===== config.mk =====
export PLATFORM = sky130hd
export DESIGN_NAME = rv64im_instruction_decoder
export DESIGN_NICKNAME = d
export VERILOG_FILES = /design/src/hw/rtl/rv64id_pkg.sv /design/src/hw/rtl/rv64im_instruction_decoder.sv
export VERILOG_INCLUDE_DIRS = /design/src /design/src/hw/rtl
export SDC_FILE = /design/constraint.sdc
export NUM_CORES = 1
export LEC_CHECK = 0
export BUFFER_PORTS_ARGS = -buffer_cell sky130_fd_sc_hd__buf_4
export CAP_MARGIN = 10
export CORE_MARGIN = 10
export CORE_UTILIZATION = 30
export DETAILED_ROUTE_END_ITERATION = 6
export PLACE_DENSITY = 0.54
export SLEW_MARGIN = 5
export SYNTH_ARGS = -nofsm -noshare
export SYNTH_HDL_FRONTEND = slang
export SYNTH_SLANG_ARGS = --single-unit

===== constraint.sdc =====
create_clock -name clk -period 8 [get_ports clk]
set_input_delay 0.4 -clock clk [delete_from_list [all_inputs] [get_ports clk]]
set_output_delay 0.4 -clock clk [all_outputs]
set_load 0.02 [all_outputs]

===== src/hw/rtl/rv64im_instruction_decoder_macros.svh =====
// Assertion macros for the instruction decoder.
// The _RST form stays active during reset, the plain form is disabled while rst is high.
`ifndef RV64IM_INSTRUCTION_DECODER_MACROS_SVH
`define RV64IM_INSTRUCTION_DECODER_MACROS_SVH

`ifndef SYNTHESIS

`define RV64ID_ASSERT(label, prop) \
  label: assert property (@(posedge clk) disable iff (rst) prop) \
    else $error("decoder assertion failed");

`define RV64ID_ASSERT_RST(label, prop) \
  label: assert property (@(posedge clk) prop) \
    else $error("decoder reset assertion failed");

`else

`define RV64ID_ASSERT(label, prop)

`define RV64ID_ASSERT_RST(label, prop)

`endif

`endif


===== src/hw/rtl/rv64id_pkg.sv =====
`timescale 1ns / 1ps

package rv64id_pkg;

  // Major opcodes, bits 6:0.
  localparam logic [6:0] OPC_LUI      = 7'h37;
  localparam logic [6:0] OPC_JAL      = 7'h6F;
  localparam logic [6:0] OPC_JALR     = 7'h67;
  localparam logic [6:0] OPC_AUIPC    = 7'h17;
  localparam logic [6:0] OPC_OP_IMM   = 7'h13;
  localparam logic [6:0] OPC_OP_IMM32 = 7'h1B;
  localparam logic [6:0] OPC_OP       = 7'h33;
  localparam logic [6:0] OPC_OP32     = 7'h3B;
  localparam logic [6:0] OPC_LOAD     = 7'h03;
  localparam logic [6:0] OPC_STORE    = 7'h23;
  localparam logic [6:0] OPC_BRANCH   = 7'h63;
  localparam logic [6:0] OPC_MISC_MEM = 7'h0F;

  // Instruction classes.
  localparam logic [3:0] CLS_LUI      = 4'd0;
  localparam logic [3:0] CLS_JAL      = 4'd1;
  localparam logic [3:0] CLS_JALR     = 4'd2;
  localparam logic [3:0] CLS_AUIPC    = 4'd3;
  localparam logic [3:0] CLS_OP_IMM   = 4'd4;
  localparam logic [3:0] CLS_OP_IMM32 = 4'd5;
  localparam logic [3:0] CLS_OP       = 4'd6;
  localparam logic [3:0] CLS_OP32     = 4'd7;
  localparam logic [3:0] CLS_LOAD     = 4'd8;
  localparam logic [3:0] CLS_STORE    = 4'd9;
  localparam logic [3:0] CLS_BR_FENCE = 4'd10;

  // Kinds within the branch-or-fence class.
  localparam logic [1:0] KIND_BRANCH  = 2'd0;
  localparam logic [1:0] KIND_FENCE   = 2'd1;
  localparam logic [1:0] KIND_FENCE_I = 2'd2;

  // ALU and M-extension operations.
  localparam logic [4:0] OP_ADD    = 5'd0;
  localparam logic [4:0] OP_SUB    = 5'd1;
  localparam logic [4:0] OP_SLL    = 5'd2;
  localparam logic [4:0] OP_SLT    = 5'd3;
  localparam logic [4:0] OP_SLTU   = 5'd4;
  localparam logic [4:0] OP_XOR    = 5'd5;
  localparam logic [4:0] OP_SRL    = 5'd6;
  localparam logic [4:0] OP_SRA    = 5'd7;
  localparam logic [4:0] OP_OR     = 5'd8;
  localparam logic [4:0] OP_AND    = 5'd9;
  localparam logic [4:0] OP_ADDW   = 5'd10;
  localparam logic [4:0] OP_SUBW   = 5'd11;
  localparam logic [4:0] OP_SLLW   = 5'd12;
  localparam logic [4:0] OP_SRLW   = 5'd13;
  localparam logic [4:0] OP_SRAW   = 5'd14;
  localparam logic [4:0] OP_MUL    = 5'd15;
  localparam logic [4:0] OP_MULH   = 5'd16;
  localparam logic [4:0] OP_MULHSU = 5'd17;
  localparam logic [4:0] OP_MULHU  = 5'd18;
  localparam logic [4:0] OP_DIV    = 5'd19;
  localparam logic [4:0] OP_DIVU   = 5'd20;
  localparam logic [4:0] OP_REM    = 5'd21;
  localparam logic [4:0] OP_REMU   = 5'd22;
  localparam logic [4:0] OP_MULW   = 5'd23;
  localparam logic [4:0] OP_DIVW   = 5'd24;
  localparam logic [4:0] OP_DIVUW  = 5'd25;
  localparam logic [4:0] OP_REMW   = 5'd26;
  localparam logic [4:0] OP_REMUW  = 5'd27;

  // funct3 codes that matter to the decoder.
  localparam logic [2:0] F3_ADD  = 3'd0;
  localparam logic [2:0] F3_SLL  = 3'd1;
  localparam logic [2:0] F3_SLT  = 3'd2;
  localparam logic [2:0] F3_SLTU = 3'd3;
  localparam logic [2:0] F3_XOR  = 3'd4;
  localparam logic [2:0] F3_SR   = 3'd5;
  localparam logic [2:0] F3_OR   = 3'd6;
  localparam logic [2:0] F3_AND  = 3'd7;

  typedef struct packed {
    logic              is_unknown;
    logic [3:0]        instr_class;
    logic [1:0]        op_kind;
    logic [4:0]        operation;
    logic [4:0]        rd_index;
    logic [4:0]        rs1_index;
    logic [4:0]        rs2_index;
    logic signed [31:0] immediate;
    logic [3:0]        fence_pred;
    logic [3:0]        fence_succ;
    logic [3:0]        fence_mode;
  } dec_t;

  // Base integer operation selected by funct3 for op_imm and op.
  function automatic logic [4:0] base_op(input logic [2:0] f3);
    logic [4:0] op;
    unique case (f3)
      F3_ADD:  op = OP_ADD;
      F3_SLL:  op = OP_SLL;
      F3_SLT:  op = OP_SLT;
      F3_SLTU: op = OP_SLTU;
      F3_XOR:  op = OP_XOR;
      F3_SR:   op = OP_SRL;
      F3_OR:   op = OP_OR;
      F3_AND:  op = OP_AND;
      default: op = OP_ADD;
    endcase
    return op;
  endfunction

endpackage


===== src/hw/rtl/rv64im_instruction_decoder.sv =====
`timescale 1ns / 1ps
// RV64IM instruction decoder.
// Input channel: instr_valid / instr_stall carry one 32-bit instr_word per request.
// Output channel: dec_valid / dec_stall carry the decoded fields of that word:
// is_unknown, instr_class, op_kind, operation, the three register numbers, the
// sign-extended immediate and the fence fields. An unknown word gives is_unknown
// high with every other field zero.
// A request is taken at a clock edge where valid is high and stall is low.
// The word is captured in an input register, decoded by one level of logic and
// stored in the result register. While dec_stall is low the block takes one
// request every cycle; the input and result registers form a two-entry
// pipeline.
// While the receiver holds dec_stall, the result register keeps its value and the
// input register can still take one more word; instr_stall rises only when both
// are full.
// A synchronous reset empties both registers; the block is ready in the next cycle.
`include "rv64im_instruction_decoder_macros.svh"

module rv64im_instruction_decoder (
  input  logic               clk,
  input  logic               rst,
  input  logic               instr_valid,
  output logic               instr_stall,
  input  logic [31:0]        instr_word,
  output logic               dec_valid,
  input  logic               dec_stall,
  output logic               is_unknown,
  output logic [3:0]         instr_class,
  output logic [1:0]         op_kind,
  output logic [4:0]         operation,
  output logic [4:0]         rd_index,
  output logic [4:0]         rs1_index,
  output logic [4:0]         rs2_index,
  output logic signed [31:0] immediate,
  output logic [3:0]         fence_pred,
  output logic [3:0]         fence_succ,
  output logic [3:0]         fence_mode
);

  logic              word_valid;
  logic [31:0]       word;
  logic              res_valid;
  rv64id_pkg::dec_t  res;
  rv64id_pkg::dec_t  res_next;
  logic              res_load;
  logic              word_load;

  assign res_load    = !res_valid || !dec_stall;
  assign word_load   = !word_valid || res_load;
  assign instr_stall = !word_load;

  always_ff @(posedge clk) begin
    if (rst) begin
      word_valid <= 1'b0;
      res_valid  <= 1'b0;
    end else begin
      if (word_load) begin
        word_valid <= instr_valid;
      end
      if (res_load) begin
        res_valid <= word_valid;
      end
    end
  end

  always_ff @(posedge clk) begin
    if (word_load && instr_valid) begin
      word <= instr_word;
    end
    if (res_load && word_valid) begin
      res <= res_next;
    end
  end

  always_comb begin
    logic [6:0]  opc;
    logic [2:0]  f3;
    logic        sub;
    logic        mext;
    logic        unk;
    logic [31:0] imm_i;
    logic [31:0] imm_s;
    logic [31:0] imm_b;
    logic [31:0] imm_u;
    logic [31:0] imm_j;
    rv64id_pkg::dec_t d;

    opc   = word[6:0];
    f3    = word[14:12];
    sub   = word[30];
    mext  = word[25];
    imm_i = {{20{word[31]}}, word[31:20]};
    imm_s = {{20{word[31]}}, word[31:25], word[11:7]};
    imm_b = {{19{word[31]}}, word[31], word[7], word[30:25], word[11:8], 1'b0};
    imm_u = {word[31:12], 12'b0};
    imm_j = {{11{word[31]}}, word[31], word[19:12], word[20], word[30:21], 1'b0};
    unk   = 1'b0;
    d     = '0;

    unique case (opc)
      rv64id_pkg::OPC_LUI: begin
        d.instr_class = rv64id_pkg::CLS_LUI;
        d.rd_index    = word[11:7];
        d.immediate   = imm_u;
      end
      rv64id_pkg::OPC_JAL: begin
        d.instr_class = rv64id_pkg::CLS_JAL;
        d.rd_index    = word[11:7];
        d.immediate   = imm_j;
      end
      rv64id_pkg::OPC_JALR: begin
        d.instr_class = rv64id_pkg::CLS_JALR;
        d.rd_index    = word[11:7];
        d.rs1_index   = word[19:15];
        d.immediate   = imm_i;
      end
      rv64id_pkg::OPC_AUIPC: begin
        d.instr_class = rv64id_pkg::CLS_AUIPC;
        d.rd_index    = word[11:7];
        d.immediate   = imm_u;
      end
      rv64id_pkg::OPC_OP_IMM: begin
        d.instr_class = rv64id_pkg::CLS_OP_IMM;
        d.rd_index    = word[11:7];
        d.rs1_index   = word[19:15];
        d.immediate   = imm_i;
        d.operation   = rv64id_pkg::base_op(f3);
        if (f3 == rv64id_pkg::F3_SR) begin
          d.operation     = sub ? rv64id_pkg::OP_SRA : rv64id_pkg::OP_SRL;
          d.immediate[10] = 1'b0;
        end
      end
      rv64id_pkg::OPC_OP_IMM32: begin
        d.instr_class = rv64id_pkg::CLS_OP_IMM32;
        d.rd_index    = word[11:7];
        d.rs1_index   = word[19:15];
        d.immediate   = imm_i;
        unique case (f3)
          rv64id_pkg::F3_ADD: d.operation = rv64id_pkg::OP_ADDW;
          rv64id_pkg::F3_SLL: d.operation = rv64id_pkg::OP_SLLW;
          rv64id_pkg::F3_SR: begin
            d.operation     = sub ? rv64id_pkg::OP_SRAW : rv64id_pkg::OP_SRLW;
            d.immediate[10] = 1'b0;
          end
          default: unk = 1'b1;
        endcase
      end
      rv64id_pkg::OPC_OP: begin
        d.instr_class = rv64id_pkg::CLS_OP;
        d.rd_index    = word[11:7];
        d.rs1_index   = word[19:15];
        d.rs2_index   = word[24:20];
        if (mext) begin
          d.operation = rv64id_pkg::OP_MUL + {2'b00, f3};
        end else if (f3 == rv64id_pkg::F3_ADD && sub) begin
          d.operation = rv64id_pkg::OP_SUB;
        end else if (f3 == rv64id_pkg::F3_SR && sub) begin
          d.operation = rv64id_pkg::OP_SRA;
        end else begin
          d.operation = rv64id_pkg::base_op(f3);
        end
      end
      rv64id_pkg::OPC_OP32: begin
        d.instr_class = rv64id_pkg::CLS_OP32;
        d.rd_index    = word[11:7];
        d.rs1_index   = word[19:15];
        d.rs2_index   = word[24:20];
        if (!mext) begin
          unique case (f3)
            rv64id_pkg::F3_ADD: d.operation = sub ? rv64id_pkg::OP_SUBW : rv64id_pkg::OP_ADDW;
            rv64id_pkg::F3_SLL: d.operation = rv64id_pkg::OP_SLLW;
            rv64id_pkg::F3_SR:  d.operation = sub ? rv64id_pkg::OP_SRAW : rv64id_pkg::OP_SRLW;
            default:            unk = 1'b1;
          endcase
        end else begin
          unique case (f3)
            rv64id_pkg::F3_ADD: d.operation = rv64id_pkg::OP_MULW;
            rv64id_pkg::F3_XOR: d.operation = rv64id_pkg::OP_DIVW;
            rv64id_pkg::F3_SR:  d.operation = rv64id_pkg::OP_DIVUW;
            rv64id_pkg::F3_OR:  d.operation = rv64id_pkg::OP_REMW;
            rv64id_pkg::F3_AND: d.operation = rv64id_pkg::OP_REMUW;
            default:            unk = 1'b1;
          endcase
        end
      end
      rv64id_pkg::OPC_LOAD: begin
        d.instr_class = rv64id_pkg::CLS_LOAD;
        d.rd_index    = word[11:7];
        d.rs1_index   = word[19:15];
        d.immediate   = imm_i;
        d.operation   = {2'b00, f3};
        unk           = (f3 == rv64id_pkg::F3_AND);
      end
      rv64id_pkg::OPC_STORE: begin
        d.instr_class = rv64id_pkg::CLS_STORE;
        d.rs1_index   = word[19:15];
        d.rs2_index   = word[24:20];
        d.immediate   = imm_s;
        d.operation   = {2'b00, f3};
        unk           = f3[2];
      end
      rv64id_pkg::OPC_BRANCH: begin
        d.instr_class = rv64id_pkg::CLS_BR_FENCE;
        d.op_kind     = rv64id_pkg::KIND_BRANCH;
        d.rs1_index   = word[19:15];
        d.rs2_index   = word[24:20];
        d.immediate   = imm_b;
        d.operation   = {2'b00, f3};
        unk           = (f3 == rv64id_pkg::F3_SLT) || (f3 == rv64id_pkg::F3_SLTU);
      end
      rv64id_pkg::OPC_MISC_MEM: begin
        d.instr_class = rv64id_pkg::CLS_BR_FENCE;
        if (f3 == rv64id_pkg::F3_ADD) begin
          d.op_kind    = rv64id_pkg::KIND_FENCE;
          d.fence_succ = word[23:20];
          d.fence_pred = word[27:24];
          d.fence_mode = word[31:28];
        end else if (f3 == rv64id_pkg::F3_SLL) begin
          d.op_kind = rv64id_pkg::KIND_FENCE_I;
        end else begin
          unk = 1'b1;
        end
      end
      default: unk = 1'b1;
    endcase

    // An unknown word clears every field but the flag.
    if (unk) begin
      d            = '0;
      d.is_unknown = 1'b1;
    end
    res_next = d;
  end

  assign dec_valid   = res_valid;
  assign is_unknown  = res.is_unknown;
  assign instr_class = res.instr_class;
  assign op_kind     = res.op_kind;
  assign operation   = res.operation;
  assign rd_index    = res.rd_index;
  assign rs1_index   = res.rs1_index;
  assign rs2_index   = res.rs2_index;
  assign immediate   = res.immediate;
  assign fence_pred  = res.fence_pred;
  assign fence_succ  = res.fence_succ;
  assign fence_mode  = res.fence_mode;

  `RV64ID_ASSERT_RST(a_reset_empties, rst |=> !dec_valid && !word_valid)
  `RV64ID_ASSERT(a_word_moves_on, word_valid && res_load |=> dec_valid)
  `RV64ID_ASSERT(a_unknown_clears, dec_valid && is_unknown |-> instr_class == 4'd0 && operation == 5'd0 && immediate == 32'sd0 && rd_index == 5'd0)
  `RV64ID_ASSERT(a_fence_only, dec_valid && (fence_pred != 4'd0 || fence_succ != 4'd0 || fence_mode != 4'd0) |-> instr_class == rv64id_pkg::CLS_BR_FENCE && op_kind == rv64id_pkg::KIND_FENCE)
  `RV64ID_ASSERT(a_full_stalls, word_valid && dec_valid && dec_stall |-> instr_stall)

endmodule


==> flow_summary.ini, run 1 <==
[cts]
cts_setup_buffers = 0
cts_buffers = 9
root_buffer = clkbuf_16
cts_tree = yes
cts_sinks = 109
holdBufCountCts = 0
htree_levels = 3
path_clk_slew_ps = 70
cts_resized = 0
clkLatencyLatePin_ps = 360
clock_path_buffers = 2

[routing]
drc = 0
wirelength_mm = 14.07
vias = 3732
dr.pass1.iters = 5
final_antenna_net_count = 0
wl_per_cell_um = 18.91
dr.first_iter.drc_count = 298
viasPerCell = 5.016

[layout]
final_cell_mix = 113 x buf_4, 103 x edfxtp_1, 38 x nand2_1
areaGrowthSynthToFinish_pct = 23.57
final_common_cell = buf_4
register_area_sq_mm = 0.003213
final_core_util_pct = 37.85
multiInputGateArea_sq_mm = 0.001883
nFillCells = 1705
layout.nets = 558
final_layout_size_suffix_gt1_share_pct = 33.91
insertedDiodeCount = 0

[logic_synthesis]
syn-cell-area_sq_mm = 0.005298
synth_fp_nets = 463
async_reset_ff_share_pct = 0
ys_seq_area_share_pct = 60.65
ys_top_cells_by_area = edfxtp_1 58%, nor3_2 3.6%, nand2_1 2.7%, dfxtp_1 2.3%, a211oi_1 2.3%
yosys.area.top_type = edfxtp_1
synth_edf_count = 103
yosysWarnings = 0
ys_ff_latch = 109
synthFlopType = edfxtp_1
synth_cells = 419
ys_types = 64
synth_top_area_share_pct = 58.38
syn-mean-instance-area_sq_um = 12.64

[sta]
setup_viol = 0
fin_ws_ps = 4924
max_freq_mhz = 325.1
rsz0062_at_grt = no
worst_hold_slack_ps = 196.3
skew_ps = 7.455
finalHoldViolations = 0
min_period_over_period_pct = 38.45
fin_crit_ps = 3076
drv_slew = 0
slew_headroom_pct = 38.51
worst_pin_slew_ps = 922.4
final.setup.tns_ps = 0

[placed_design]
gp_congestion = 0.8221
port_buffers = 108
detailedPlace.worstSlack_ps = 4977
place_hpwl_mm = 10.05

[worst_setup_path]
crit_path_end_kind = flop
cp_data_arrival_time_ps = 3180
cp.required_ps = 8110
critPathLaunchType = flop
worstSetupPathType = reg -> reg
cp_max_fo = 58

[global_routing]
grt_pass1_wl_mm = 21.65
grt_usage_pct = 11.62
grt_start_max_net_pins = 72
antenna_found_initial = 0
grt.met1_usage_pct = 14.55
use_met3_pct = 2.666
overflow = 0
top_usage_layer = met2
first_global_vias = 3763
grt_use_met2_pct = 18.76

[hold_path]
hp-class = in -> reg

[power]
p_leak_nw = 2.206
vdd_drop_max_mv = 0.09998
power_density_mw_per_mm2 = 190.1

[die]
start_util_pct = 30.63
fp.dieW_um = 152.9
core_sq_mm = 0.01730
pin_count = 109
chipHeight_um = 152.9
num_rows = 48
dieArea_sq_mm = 0.02337

[job]
maxCapViolCount = 0

[run_status]
status = finished, final reports clean
[sequential cells by signal (all words and copies together), names as in the netlist, named ones only]
name	cells
rs2_index	5
fence_mode	4
immediate	32
dec_valid	1
operation	5
rs1_index	5
op_kind	2
word_valid	1
word	32
instr_class	4
is_unknown	1
rd_index	5
fence_pred	4
fence_succ	4
[worst max-delay path, cell delays in order (launching register included)]
cell and delay [ps]:
edfxtp_1 580, inv_1 180, ha_1 510, nor2b_1 210
o22ai_1 110, a221oi_2 390, nor2_4 60, buf_4 330
or2_2 390
[routing by layer]
metal  wire length (um)  vias up  part of all wire, %
li1                   -     1779                    -
met1               6260     1827                   44
met2               6822      113                   48
met3                721       13                  5.1
met4                265        0                  1.9
met5                  0        -                    0
[area by class of cell]
cell class                 count  area share, %
tap                          225          4.300
timing repair buffer         113          12.96
clock buffer                   9          3.440
multi-input combinational    269          28.77
inverter                      12         0.6881
clock inverter                 7         0.7645
sequential                   109          49.08
[stage by stage]
step	power (mW)	cells	cell area (sq um)
detailed placement	0.8381	728	6271
global route	1.294	744	6546
finish	1.244	744	6546
CTS	1.262	744	6546
global placement	0.8363	728	6271
floorplan	0.7728	419	5298
[Yosys cell counts (3+ instances only)]
cell / number
edfxtp_1: 103
nand2_1: 38
a21oi_1: 22
nor2_1: 20
nor3_2: 19
buf_2: 17
a211oi_1: 16
and2_1: 14
o21ai_0: 14
nor3_1: 13
inv_1: 12
nand3_1: 10
ha_1: 8
nor4b_2: 8
clkbuf_1: 7
nor4b_1: 7
dfxtp_1: 6
mux2i_1: 6
nor2b_1: 6
a22oi_1: 5
buf_6: 5
nand2b_1: 4
a221oi_1: 3
a31oi_1: 3
and3_1: 3
o22ai_1: 3
[power breakdown]
group | switching (mW) | internal [mW] | total, mW | leakage (nW)
sequential | 0.0290 | 0.656 | 0.685 | 0.985
clock | 0.209 | 0.213 | 0.422 | 0.134
combinational | 0.0808 | 0.0568 | 0.138 | 1.09
[path summary, 6_finish.rpt]
check	end	slack, ps	startpoint	cells past startpoint
worst min register to register	dec_valid	540	word_valid	2
worst max register to register	is_unknown	4920	word[13]	8
worst min-delay path	word_valid	200	rst	2
worst max-delay path	is_unknown	4920	word[13]	8
[cells by family after synthesis]
| kind of cell | count (synthesis) | share of synthesized area (%) |
|---|---|---|
| AND/OR/NAND/NOR | 167 | 20.86 |
| flip-flops | 109 | 60.65 |
| AO/OA/AOI/OAI | 85 | 10.87 |
| buffers and inverters | 41 | 4.015 |
| multiplexers | 8 | 1.559 |
| adder cells (fa/ha/maj) | 8 | 1.890 |
| XOR/XNOR | 1 | 0.1654 |
Note: power is estimated with default switching activity, not from simulation.
==> run 2: changes to the inputs <==
- ABC_AREA: default -> 1
- PLACE_DENSITY: 0.54 -> 0.56
- clock period: 8 -> 2.67 ns (I/O delays scaled with it)
==> run 2 against run 1 <==
Synthesized cell count is 14% higher. Critical path type unchanged. Sequential share of layout area is 3.5 points lower. Highest routed layer unchanged. Routed wire length is 2.5% lower. Final cell count is 15% higher. Setup slack worse by 4700 ps. Core utilization is 2.7 points higher. Power grew to 3.0 times the previous value. Clock-buffer cell count stayed put. Via count is 0.91% higher. Largest cell class unchanged.
==> flow_summary.ini, run 2 <==
[run_status]
status = finished, final reports clean

[die]
chipHeight_um = 153.5
fp.dieW_um = 153.5
dieArea_sq_mm = 0.02357
pin_count = 109
start_util_pct = 30.71
num_rows = 48
core_sq_mm = 0.01742

[logic_synthesis]
synth_cells = 477
synthFlopType = edfxtp_1
ys_types = 28
synth_common_cells = 103 x edfxtp_1, 81 x nor2_1, 54 x nand2_1
ys_seq_area_share_pct = 60.07
syn-mean-instance-area_sq_um = 11.21
synth.most_common_cell = edfxtp_1
yosys.area.top_type = edfxtp_1
synth_fp_nets = 521
synth_edf_count = 103
syn-cell-area_sq_mm = 0.005349
async_reset_ff_share_pct = 0
synth_top_area_share_pct = 57.82
yosysWarnings = 0
ys_ff_latch = 109
ys_top_cells_by_area = edfxtp_1 58%, nor2_4 7.8%, nor2_1 5.7%, nand2_1 3.8%, inv_1 3.1%

[worst_setup_path]
r2r_start = word[13]
worstSetupPathType = reg -> reg
critPathLaunchType = flop
cp_data_arrival_time_ps = 2660
cp.required_ps = 2890
crit_path_end_kind = flop
rrSetupSlack_ps = 230
crit_start = word[13]
cp_max_fo = 24
rr_worst_depth = 11
r2r-end = immediate[24]

[cts]
root_buffer = clkbuf_16
clkLatencyLatePin_ps = 360
cts_setup_buffers = 0
htree_levels = 3
cts_sinks = 109
clock_path_buffers = 2
path_clk_slew_ps = 70
cts_tree = yes
cts_buffers = 9

[sta]
worst_pin_slew_ps = 914.0
slew_headroom_pct = 39.07
skew_ps = 9.452
rsz0062_at_grt = no
fin_crit_ps = 2443
final.setup.tns_ps = 0
finalHoldViolations = 0
fin_ws_ps = 226.9
min_period_over_period_pct = 91.50
max_freq_mhz = 409.3
drv_slew = 0
setup_viol = 0

[global_routing]
grt_start_max_net_pins = 72
grt_pass1_wl_mm = 22.07
antenna_found_initial = 0
top_usage_layer = met2
grt_usage_pct = 11.67
first_global_vias = 4054
grt.met1_usage_pct = 14.28
use_met3_pct = 2.678
grt_use_met2_pct = 19.83
overflow = 0

[placed_design]
gp_congestion = 0.8328
dp_cells = 804
place_hpwl_mm = 10.61
detailedPlace.worstSlack_ps = 237.5
port_buffers = 108

[power]
vdd_drop_max_mv = 0.2892
power_density_mw_per_mm2 = 533.4
p_leak_nw = 2.961

[routing]
dr.pass1.iters = 4
drc = 0
viasPerCell = 4.415
vias = 3766
dr.first_iter.drc_count = 203
wirelength_mm = 13.72
wl_per_cell_um = 16.08
final_antenna_net_count = 0

[layout]
final_core_util_pct = 40.50
final_common_cell = buf_4
areaGrowthSynthToFinish_pct = 31.88
final_cell_mix = 109 x buf_4, 103 x edfxtp_1, 81 x nor2_1
final_layout_size_suffix_gt1_share_pct = 36.15
fin_cells = 853
layout.nets = 667
insertedDiodeCount = 0

[hold_path]
worstHoldPathCells = 3
whs_endpoint = dec_valid
hold_path.startpoint = dec_stall
hp-class = in -> reg

[job]
maxCapViolCount = 0
==> run 2: metrics by stage <==
step | cell area [sq um] | total power, mW | hold WS (ps)
after floorplan | 5360 | 2.234 | 202.6
after global placement | 6409 | 2.371 | 297.8
after detailed placement | 6409 | 2.378 | 300.5
after CTS | 7054 | 3.807 | 71.14
after global routing | 7054 | 3.918 | 106.0
final | 7054 | 3.763 | 79.96
==> run 2: routing by layer <==
metal,part of all wire [%],vias up
li1,-,1872
met1,43,1799
met2,51,85
met3,4.8,10
met4,1.2,0
met5,0,-
==> run 2: how the worst max path moves through the flow <==
stage,end,cells after the start
after global placement,immediate[20],11
final,immediate[24],11
after global routing,immediate[25],11
after detailed placement,immediate[24],11
after CTS,immediate[24],11
after floorplan,fence_mode[0],1
==> run 2: power breakdown <==
part | switching, mW | internal, mW
logic | 0.245 | 0.154
clock network | 0.644 | 0.749
registers | 0.0351 | 1.94
==> run 2: cell families (layout without fill, tap and decap cells) <==
| logic type | after synthesis | count (layout) | share of synthesized area [%] |
|---|---|---|---|
| AO/OA/AOI/OAI | 42 | 42 | 4.140 |
| adder cells (fa/ha/maj) | 8 | 8 | 1.871 |
| buffers and inverters | 66 | 217 | 6.012 |
| flip-flops | 109 | 109 | 60.07 |
| AND/OR/NAND/NOR | 252 | 252 | 27.91 |
==> run 2: timing repair <==
action,4_1_cts,5_1_grt
endpoints found under the hold margin,34,0
setup endpoints to repair,0,0
hold buffers,33,0
gates resized for setup,0,0
==> run 2: cell type report <==
type                            instances  area (sq um)
Fill cell                            1696         10360
Sequential cell                       109          3213
Multi-Input combinational cell        302          1826
Timing Repair Buffer                  145          1209
Tap cell                              225         281.5
Clock buffer                            9         225.2
Inverter                               56         210.2
Clock inverter                          7         90.09
==> run 2: worst max-delay path, stage by stage, from the launching register on <==
cell and delay, ps:
edfxtp_1 440, inv_1 220, ha_1 330, nand2_2 150
nand4_1 130, nand2_1 70, nand2_1 70, nand2_2 80
nor2_8 190, nand2_8 240, buf_4 280, nor2_4 110
==> run 3: changes to the inputs <==
- PLACE_DENSITY: 0.56 -> 0.54
- RECOVER_POWER: default -> 100
- SLEW_MARGIN: 5 -> 30
- clock period: 2.67 -> 3 ns (I/O delays scaled with it)
==> run 3 against run 2 <==
The run now ends with capacitance limit, slew limit left. Design area shrank 8.8%. Clock power shrank 17%. Sequential power shrank 11%. Sequential cell count is the same. Register-to-register slack gained 220 ps. Sequential share of layout area grew 4.4 points. Via count shrank 2.5%. Die area is the same. Clock skew shrank 2.1 ps. Power shrank 15%. Non-clock buffer count shrank 2. Largest power group unchanged. Highest routed layer unchanged.
==> flow_summary.ini, run 3 (synthesis gave the netlist of run 2 again) <==
[sta]
finalHoldViolations = 0
worst_pin_slew_ps = 1721
setup_viol = 0
fin_crit_ps = 2549
worst_hold_slack_ps = 111.0
min_period_over_period_pct = 84.98
max_freq_mhz = 392.2
slew_headroom_pct = -14.73
skew_ps = 7.333
rsz0062_at_grt = no
drv_slew = 72
final.setup.tns_ps = 0

[power]
p_comb_share_pct = 9.2
p_switching_mw = 0.7414
p_clk_share_pct = 36.2
vdd_drop_max_mv = 0.2901
p_leak_nw = 2.605
power_density_mw_per_mm2 = 499.7
switching_share_pct = 23.05
p_seq_share_pct = 54.6
internal_power_mw = 2.475

[cts]
root_buffer = clkbuf_16
cts_sinks = 109
path_clk_slew_ps = 70
htree_levels = 3
clkLatencyLatePin_ps = 340
cts_tree = yes
cts_setup_buffers = 0
cts_buffers = 9
clock_path_buffers = 2

[placed_design]
gp_congestion = 0.8460
port_buffers = 108
place_hpwl_mm = 10.01

[layout]
layout.nets = 665
nFillCells = 1836
final_cell_mix = 122 x nor2_1, 103 x edfxtp_1, 78 x clkbuf_1
final_common_cell = nor2_1
final_layout_size_suffix_gt1_share_pct = 16.45
areaGrowthSynthToFinish_pct = 20.33
insertedDiodeCount = 0

[worst_setup_path]
cp.required_ps = 2950
crit_path_end_kind = flop
critPathLaunchType = flop
cp_data_arrival_time_ps = 2500
worstSetupPathType = reg -> reg
cp_max_fo = 20

[routing]
wirelength_mm = 13.06
dr.first_iter.drc_count = 133
vias = 3670
final_antenna_net_count = 0
wl_per_cell_um = 15.35
dr.pass1.iters = 4
m1WireLength_mm = 6.061
drc = 0
met3_length_um = 629
viasPerCell = 4.313
top_layer = met4
routed-wl-met2_mm = 6.192

[die]
start_util_pct = 30.71
fp.dieW_um = 153.5
chipHeight_um = 153.5
num_rows = 48
core_sq_mm = 0.01742
pin_count = 109
dieArea_sq_mm = 0.02357

[global_routing]
grt_pass1_wl_mm = 20.46
grt_start_max_net_pins = 72
grt_usage_pct = 10.77
overflow = 0
first_global_vias = 3814
antenna_found_initial = 0

[run_status]
violations = capacitance limit, slew limit
status = finished with violations

[job]
maxCapViolCount = 1

[hold_path]
hp-class = in -> reg
==> run 3: changes by cell type in the layout (fill, tap and decap cells not counted), moves of 2 or more <==
cell / before / now
buf_12: 3 / 0
buf_4: 109 / 3
clkbuf_1: 0 / 78
clkbuf_4: 0 / 29
clkinv_1: 0 / 2
nor2_1: 81 / 122
nor2_2: 21 / 9
nor2_4: 37 / 9
==> run 3: metrics by stage <==
step / cells / util (%) / total power, mW / worst slack, ps / cell area, sq um
finish: 851 / 36.95 / 3.216 / 450.6 / 6436
global placement: 802 / 36.64 / 2.107 / 662.9 / 6381
global route: 851 / 36.95 / 3.339 / 201.2 / 6436
floorplan: 477 / - / 1.989 / 73.48 / 5353
CTS: 851 / 40.20 / 3.308 / 571.1 / 7002
detailed placement: 802 / 36.64 / 2.109 / 581.5 / 6381
==> run 3: what timing repair did <==
action | CTS | global route
gates resized for setup | 0 | 0
hold buffers | 33 | 0
hold endpoints to repair | 34 | 0
==> run 3: layout make-up <==
class / instances / area, sq um / area share (%)
Timing Repair Buffer: 143 / 864.6 / 13.43
Inverter: 56 / 210.2 / 3.266
Sequential cell: 109 / 3213 / 49.92
Multi-Input combinational cell: 302 / 1577 / 24.49
Tap cell: 225 / 281.5 / 4.374
Clock buffer: 10 / 229.0 / 3.558
Clock inverter: 6 / 61.31 / 0.9526
==> run 3: metal layers <==
metal / global-route usage (%) / vias up
li1: - / 1862
met1: 13.72 / 1704
met2: 17.43 / 91
met3: 2.734 / 13
met4: 3.509 / 0
met5: 0 / -
==> run 3: power groups by stage <==
| stage | logic (mW) | clock network, mW | registers (mW) |
|---|---|---|---|
| after floorplan | 0.178 | 0 | 1.81 |
| after global placement | 0.316 | 0 | 1.79 |
| after detailed placement | 0.319 | 0 | 1.79 |
| after CTS | 0.355 | 1.20 | 1.76 |
| after global routing | 0.331 | 1.25 | 1.76 |
| final | 0.296 | 1.16 | 1.76 |
==> run 3: worst max-delay path, stage by stage, from the launching register on <==
cell and delay, ps:
dfxtp_1 300, inv_1 120, nor2_1 80, inv_1 70, nand2_1 150, inv_1 410
clkbuf_1 1010
==> run 3: path summary, 6_finish.rpt <==
check,slack (ps),depth (start not counted),endpoint,from
max,450,6,word[28],word_valid
min,110,3,dec_valid,dec_stall
max reg2reg,450,6,word[28],word_valid
min reg2reg,530,2,dec_valid,dec_valid
